$ cat src/gf2m_pkg.sv
package gf2m_pkg;

    localparam int MAX_DEGREE = 32;
    localparam int OPER_W     = 32;
    localparam int DEG_W      = 6;
    localparam int SHIFT_W    = 5;
    localparam int PROD_W     = 2 * OPER_W - 1;
    localparam int MOD_W      = OPER_W + 1;
    localparam int BIT_IDX_W  = 6;
    localparam int RED_STEPS  = 8;
    localparam int CLMUL_HALF = OPER_W / 2;
    localparam int CFG_IDX_W  = 2;

    typedef logic [OPER_W-1:0]    oper_t;
    typedef logic [PROD_W-1:0]    prod_t;
    typedef logic [MOD_W-1:0]     mod_t;
    typedef logic [DEG_W-1:0]     deg_t;
    typedef logic [SHIFT_W-1:0]   shift_t;
    typedef logic [BIT_IDX_W-1:0] bit_idx_t;
    typedef logic [CFG_IDX_W-1:0] cfg_idx_t;

    localparam cfg_idx_t CFG_FIELD_DEGREE   = 2'd0;
    localparam cfg_idx_t CFG_REDUCTION_POLY = 2'd1;

    localparam deg_t  FIELD_DEGREE_RST   = 6'd8;
    localparam oper_t REDUCTION_POLY_RST = 32'd27;

    typedef struct packed {
        logic advance;
        logic valid;
    } pipe_ctl_t;

endpackage

$ cat src/gf2m_reduce.sv
module gf2m_reduce
(
    input  logic                clk,
    input  logic                rst_n,
    input  gf2m_pkg::pipe_ctl_t ctl,
    input  gf2m_pkg::bit_idx_t  top_bit,
    input  gf2m_pkg::mod_t      modulus,
    input  gf2m_pkg::prod_t     data_in,
    output logic                valid_out,
    output gf2m_pkg::prod_t     data_out
);

    logic               valid_reg;
    gf2m_pkg::prod_t    data_reg;
    gf2m_pkg::prod_t    data_next;

    // clear up to eight high bits, top first, with the aligned modulus
    always_comb
    begin
        gf2m_pkg::prod_t    work;
        gf2m_pkg::bit_idx_t bit_idx;
        gf2m_pkg::bit_idx_t shamt;
        work = data_in;
        for (int j = 0; j < gf2m_pkg::RED_STEPS; j++)
        begin
            bit_idx = top_bit - gf2m_pkg::bit_idx_t'(j);
            shamt   = bit_idx - gf2m_pkg::bit_idx_t'(gf2m_pkg::OPER_W);
            if ((bit_idx >= gf2m_pkg::bit_idx_t'(gf2m_pkg::OPER_W)) && work[bit_idx])
            begin
                work = work ^ (gf2m_pkg::prod_t'(modulus) << shamt);
            end
        end
        data_next = work;
    end

    always_ff @(posedge clk or negedge rst_n)
    begin
        if (!rst_n)
        begin
            valid_reg <= 1'b0;
        end
        else if (ctl.advance)
        begin
            valid_reg <= ctl.valid;
        end
    end

    always_ff @(posedge clk)
    begin
        if (ctl.advance && ctl.valid)
        begin
            data_reg <= data_next;
        end
    end

    assign valid_out = valid_reg;
    assign data_out  = data_reg;

endmodule

$ cat src/gf2n_multiplier_top.sv
// GF(2^n) multiplier in polynomial basis, n from 1 to 32.
// input channel: in_valid / in_stall with operand_a and operand_b; a
// transaction happens when in_valid is high and in_stall is low.
// output channel: out_valid / out_stall with product, same rule.
// configuration: cfg_valid / cfg_ready with cfg_index and cfg_data;
// index 0 sets field_degree, index 1 sets reduction_poly, other indexes
// are dropped. cfg_ready is always high. write only while no transaction
// is in flight.
// one operand pair per cycle sustained while out_stall stays low. the
// pipeline has two carry-less multiply stages, four reduction stages
// that clear product bits 62 down to 32, eight per stage but seven in
// the last, plus input and output registers.
// a stall on the output freezes only the full stages; empty stages keep
// filling, and in_stall rises once every stage holds a transaction.
// reset clears all valid bits and loads degree 8 with modulus 0x1b
// (x^8+x^4+x^3+x+1).
module gf2n_multiplier_top
(
    input  logic                          clk,
    input  logic                          rst_n,
    input  logic                          in_valid,
    output logic                          in_stall,
    input  gf2m_pkg::oper_t               operand_a,
    input  gf2m_pkg::oper_t               operand_b,
    output logic                          out_valid,
    input  logic                          out_stall,
    output gf2m_pkg::oper_t               product,
    input  logic                          cfg_valid,
    output logic                          cfg_ready,
    input  gf2m_pkg::cfg_idx_t            cfg_index,
    input  gf2m_pkg::oper_t               cfg_data
);

    gf2m_pkg::deg_t     field_degree_reg;
    gf2m_pkg::oper_t    reduction_poly_reg;

    gf2m_pkg::deg_t     deg_eff;
    gf2m_pkg::shift_t   align_shift;
    gf2m_pkg::oper_t    field_mask;
    gf2m_pkg::mod_t     modulus_aligned;

    logic               s1_valid_reg;
    gf2m_pkg::oper_t    s1_a_reg;
    gf2m_pkg::oper_t    s1_b_reg;
    logic               s2_valid_reg;
    gf2m_pkg::oper_t    s2_a_reg;
    gf2m_pkg::oper_t    s2_b_reg;
    gf2m_pkg::prod_t    s2_acc_reg;
    gf2m_pkg::prod_t    s2_acc_next;
    logic               s3_valid_reg;
    gf2m_pkg::prod_t    s3_acc_reg;
    gf2m_pkg::prod_t    s3_acc_next;
    logic               out_valid_reg;
    gf2m_pkg::oper_t    product_reg;
    gf2m_pkg::oper_t    product_next;

    logic               red_valid [4];
    gf2m_pkg::prod_t    red_data  [4];
    gf2m_pkg::pipe_ctl_t red_ctl  [4];

    logic               en_s1;
    logic               en_s2;
    logic               en_s3;
    logic               en_red [4];
    logic               en_out;

    // configuration registers
    always_ff @(posedge clk or negedge rst_n)
    begin
        if (!rst_n)
        begin
            field_degree_reg   <= gf2m_pkg::FIELD_DEGREE_RST;
            reduction_poly_reg <= gf2m_pkg::REDUCTION_POLY_RST;
        end
        else if (cfg_valid && cfg_ready)
        begin
            unique case (cfg_index)
                gf2m_pkg::CFG_FIELD_DEGREE:
                begin
                    field_degree_reg <= cfg_data[gf2m_pkg::DEG_W-1:0];
                end
                gf2m_pkg::CFG_REDUCTION_POLY:
                begin
                    reduction_poly_reg <= cfg_data;
                end
                default:
                begin
                end
            endcase
        end
    end

    assign cfg_ready = 1'b1;

    // operands are aligned so the field top sits at bit 32
    always_comb
    begin
        gf2m_pkg::deg_t shift_wide;
        if (field_degree_reg == '0)
        begin
            deg_eff = gf2m_pkg::deg_t'(1);
        end
        else if (field_degree_reg > gf2m_pkg::deg_t'(gf2m_pkg::MAX_DEGREE))
        begin
            deg_eff = gf2m_pkg::deg_t'(gf2m_pkg::MAX_DEGREE);
        end
        else
        begin
            deg_eff = field_degree_reg;
        end
        shift_wide      = gf2m_pkg::deg_t'(gf2m_pkg::OPER_W) - deg_eff;
        align_shift     = shift_wide[gf2m_pkg::SHIFT_W-1:0];
        field_mask      = {gf2m_pkg::OPER_W{1'b1}} >> align_shift;
        modulus_aligned = {1'b1, (reduction_poly_reg & field_mask) << align_shift};
    end

    // stall chain, back to front
    assign en_out    = !out_valid_reg || !out_stall;
    assign en_red[3] = !red_valid[3] || en_out;
    assign en_red[2] = !red_valid[2] || en_red[3];
    assign en_red[1] = !red_valid[1] || en_red[2];
    assign en_red[0] = !red_valid[0] || en_red[1];
    assign en_s3     = !s3_valid_reg || en_red[0];
    assign en_s2     = !s2_valid_reg || en_s3;
    assign en_s1     = !s1_valid_reg || en_s2;
    assign in_stall  = !en_s1;

    // carry-less multiply, low and high halves of b
    always_comb
    begin
        s2_acc_next = '0;
        for (int k = 0; k < gf2m_pkg::CLMUL_HALF; k++)
        begin
            if (s1_b_reg[k])
            begin
                s2_acc_next = s2_acc_next ^ (gf2m_pkg::prod_t'(s1_a_reg) << k);
            end
        end
    end

    always_comb
    begin
        s3_acc_next = s2_acc_reg;
        for (int k = gf2m_pkg::CLMUL_HALF; k < gf2m_pkg::OPER_W; k++)
        begin
            if (s2_b_reg[k])
            begin
                s3_acc_next = s3_acc_next ^ (gf2m_pkg::prod_t'(s2_a_reg) << k);
            end
        end
    end

    always_ff @(posedge clk or negedge rst_n)
    begin
        if (!rst_n)
        begin
            s1_valid_reg  <= 1'b0;
            s2_valid_reg  <= 1'b0;
            s3_valid_reg  <= 1'b0;
            out_valid_reg <= 1'b0;
        end
        else
        begin
            if (en_s1)
            begin
                s1_valid_reg <= in_valid;
            end
            if (en_s2)
            begin
                s2_valid_reg <= s1_valid_reg;
            end
            if (en_s3)
            begin
                s3_valid_reg <= s2_valid_reg;
            end
            if (en_out)
            begin
                out_valid_reg <= red_valid[3];
            end
        end
    end

    always_ff @(posedge clk)
    begin
        if (en_s1 && in_valid)
        begin
            s1_a_reg <= (operand_a & field_mask) << align_shift;
            s1_b_reg <= operand_b & field_mask;
        end
        if (en_s2 && s1_valid_reg)
        begin
            s2_a_reg   <= s1_a_reg;
            s2_b_reg   <= s1_b_reg;
            s2_acc_reg <= s2_acc_next;
        end
        if (en_s3 && s2_valid_reg)
        begin
            s3_acc_reg <= s3_acc_next;
        end
        if (en_out && red_valid[3])
        begin
            product_reg <= product_next;
        end
    end

    // reduction, eight bit positions per stage
    assign red_ctl[0] = '{advance: en_red[0], valid: s3_valid_reg};
    assign red_ctl[1] = '{advance: en_red[1], valid: red_valid[0]};
    assign red_ctl[2] = '{advance: en_red[2], valid: red_valid[1]};
    assign red_ctl[3] = '{advance: en_red[3], valid: red_valid[2]};

    for (genvar g = 0; g < 4; g++)
    begin : g_red
        gf2m_reduce u_reduce
        (
            .clk       (clk),
            .rst_n     (rst_n),
            .ctl       (red_ctl[g]),
            .top_bit   (gf2m_pkg::bit_idx_t'(gf2m_pkg::PROD_W - 1 - g * gf2m_pkg::RED_STEPS)),
            .modulus   (modulus_aligned),
            .data_in   ((g == 0) ? s3_acc_reg : red_data[(g == 0) ? 0 : g - 1]),
            .valid_out (red_valid[g]),
            .data_out  (red_data[g])
        );
    end

    assign product_next = red_data[3][gf2m_pkg::OPER_W-1:0] >> align_shift;

    assign out_valid = out_valid_reg;
    assign product   = product_reg;

endmodule
$ cat config.mk
export PLATFORM = sky130hd
export DESIGN_NAME = gf2n_multiplier_top
export DESIGN_NICKNAME = d
export VERILOG_FILES = /design/src/gf2m_pkg.sv /design/src/gf2m_reduce.sv /design/src/gf2n_multiplier_top.sv
export SDC_FILE = /design/constraint.sdc
export NUM_CORES = 2
export LEC_CHECK = 0
export BUFFER_PORTS_ARGS = -buffer_cell sky130_fd_sc_hd__buf_2
export CAP_MARGIN = 0
export CORE_UTILIZATION = 50
export DETAILED_ROUTE_END_ITERATION = 10
export PLACE_DENSITY = 0.66
export SLEW_MARGIN = 25
export SYNTH_ARGS = -nofsm -noshare
export SYNTH_HDL_FRONTEND = slang
export SYNTH_SLANG_ARGS = --single-unit
$ cat constraint.sdc
create_clock -name clk -period 10.4 [get_ports clk]
set_clock_uncertainty 0.05 [all_clocks]
set_input_delay 3.12 -clock clk [delete_from_list [all_inputs] [get_ports clk]]
set_output_delay 3.12 -clock clk [all_outputs]
set_load 0.05 [all_outputs]
==> flow_summary.ini <==
[setup_path]
path_max_fanout = 35
end_kind = flip-flop
r2r-start = field_degree_reg[5]
arrival_ps = 9720
r2r-end = g_red[1].u_reduce.data_out[43]
r2r_cells = 25
startpoint_type = flip-flop
crit_required_ps = 10780
worstSetupPathType = reg -> reg
reg2reg_slack_ps = 1060

[logic_synthesis]
yosysWarnings = 0
synth_area_um2 = 51900
synth_async_sr_flop_share = 0.0973
synth-seq-cells = 473
synth_edf_count = 427
synth_cells = 6684
synth.avg_cell_area_um2 = 7.76
syn_nets = 6791
synth_cell_types = 116
synthFlopType = edfxtp_1
yosysSeqAreaShare = 0.270

[sta]
final_hold_viol_count = 0
fmaxAchievable_mhz = 107
period_share = 0.899
tightest_slew_ps = 1170
whs_ps = 357
final-setup-viol-count = 0
slew_violations = 0
totalNegativeSetupSlack_ps = 0
rsz0062_at_grt = false
relSlewSlack = 0.209
layout_min_cycle_time_ps = 9340

[floorplan]
core-area_um2 = 102000
die_h_um = 324
ios = 138
rows = 117
die_w_um = 324
start_util = 0.507
die_area_um2 = 105000

[cells_and_area]
final_area_um2 = 55200
nets = 6529
largest_reg_flops = 173
area_growth_pct = 6.49
drive_above_1_share = 0.0926

[cts]
htree_levels = 2
clkSinkCount = 473
cts.repair.resized = 0
clockBufferDepth = 3
postCtsHoldBufs = 0
clockRootBuffer = clkbuf_16
clk_pin_slew_worst_paths_ps = 60
cts_setup_buffers = 0
clock_latency_ps = 690
cts_tree = built
numCtsBuffers = 56

[detailed_routing]
ant_nets = 0
drtIter0Drc = 6995
avgRoutedWirePerCell_um = 24.8
drc_errors = 0
via_per_inst = 6.18
vias = 48500
drt_pass1_iterations = 8
totalWireLength_mm = 194

[hold_path]
hold_class = reg -> reg
hold_start = s3_acc_reg[11]
whs_endpoint = g_red[0].u_reduce.data_out[11]
min_path_cells = 0

[placed_design]
dp_hpwl_mm = 134
gp_congestion = 1.04
dpl-instance-area_um2 = 53400
io_buffers = 136

[job]
drv_cap = 0

[run_status]
status = finished clean

[grt]
track_usage = 0.363
antenna_found_initial = 7
grt_pass1_vias = 44400
grt_start_max_net_pins = 82
grt.overflow.total = 0
grt_pass1_wl_mm = 289
[cell families after synthesis]
logic type / synth area share
simple gates: 0.205
flops: 0.270
fa+ha+maj: 0.000965
buf+inv: 0.0525
other cells: 0.0000723
compound gates: 0.128
xor+xnor: 0.306
mux: 0.0383
[cells in the mapped netlist, types with 13 or more instances]
cell type     n  area share
xnor2_1    1520        0.26
xor2_1      274       0.046
nand2_1    1846        0.13
mux2_2       55       0.012
a211oi_1     58      0.0084
buf_4        18      0.0026
a211o_1      16      0.0027
o21ai_1      60      0.0058
o21ai_0     141       0.014
o211ai_1    112       0.016
nand4_1      19      0.0023
dfrtp_1      41       0.020
nor3_1       78      0.0075
a21oi_1     184       0.018
a21o_1       17      0.0025
mux2i_1     123       0.024
nor2b_1      24      0.0029
or2_2        13      0.0016
a31oi_1     104       0.013
and2_1       61      0.0074
and3_1       42      0.0051
o22ai_1      29      0.0035
a311oi_1     20      0.0034
nor4_1       14      0.0017
nand3_1      80      0.0077
nor2_1      334       0.024
clkbuf_1    479       0.035
or3_1        17      0.0021
edfxtp_1    427        0.25
o21a_1       21      0.0030
buf_2        53      0.0051
buf_1        86      0.0062
a32oi_1      21      0.0035
inv_1        19      0.0014
nand2b_1     17      0.0021
[through the flow]
stage	instances	util	setup slack, ps
6_report	7841	0.540	1060
5_1_grt	7838	0.540	688
4_1_cts	7837	0.539	1470
3_5_place_dp	7731	0.522	1540
3_3_place_gp	7731	0.522	1540
2_1_floorplan	6684	-	2020
[worst max path at each step]
stage                                                 to  cells after the start  slack [ps]                start
after CTS                 g_red[1].u_reduce.data_out[43]                     25        1470  field_degree_reg[5]
after detailed placement  g_red[1].u_reduce.data_out[43]                     25        1540  field_degree_reg[5]
after global placement    g_red[1].u_reduce.data_out[43]                     25        1540  field_degree_reg[5]
final                     g_red[1].u_reduce.data_out[43]                     25        1060  field_degree_reg[5]
after global routing      g_red[1].u_reduce.data_out[43]                     25         690  field_degree_reg[5]
after floorplan           g_red[0].u_reduce.data_out[53]                     38        2020  field_degree_reg[3]
[placed cells by master, fill, tap and decap left out, drive strengths merged, types with 30 or more instances in the layout]
| cell type | n |
|---|---|
| nand3 | 80 |
| xor2 | 276 |
| o211ai | 115 |
| mux2i | 123 |
| nand2 | 1848 |
| o22ai | 30 |
| a211oi | 63 |
| a21oi | 187 |
| and3 | 43 |
| nor3 | 80 |
| buf | 326 |
| mux2 | 55 |
| xnor2 | 1522 |
| a31oi | 104 |
| dfrtp | 41 |
| edfxtp | 427 |
| and2 | 63 |
| clkbuf | 72 |
| nor2 | 337 |
| o21ai | 205 |
[per-layer routing]
layer | track usage | wire length [µm] | up-vias
li1 | - | - | 21600
met1 | 0.485 | 76800 | 23100
met2 | 0.558 | 85300 | 3079
met3 | 0.0694 | 20900 | 631
met4 | 0.182 | 11200 | 2
met5 | 0 | 12 | -
[critical path, stage by stage, from the launching register on]
cell	delay [ps]
dfrtp_1	610
inv_1	380
o21a_2	260
inv_4	50
ha_1	360
ha_1	780
mux2_2	310
nor2_1	60
o32ai_1	890
o22a_1	390
a32o_1	400
nor2_2	80
buf_4	230
nor2_4	400
nand2_1	420
a2111oi_0	620
a211oi_2	160
xnor2_1	250
mux2i_1	240
xnor2_1	160
xnor2_4	840
and2_1	240
buf_4	360
a21oi_1	170
o311ai_2	270
xnor2_1	90
[cell type report]
type,count,area (µm²)
Antenna cell,3,7.51
Clock buffer,72,1490
Clock inverter,34,308
Fill cell,9596,47100
Inverter,23,88.8
Multi-Input combinational cell,5542,35500
Sequential cell,473,14000
Tap cell,1368,1710
Timing Repair Buffer,326,2160
Power is left out: the tool's default activity adds up to more than one toggle a clock period on the data nets, which glitch-free logic cannot reach.
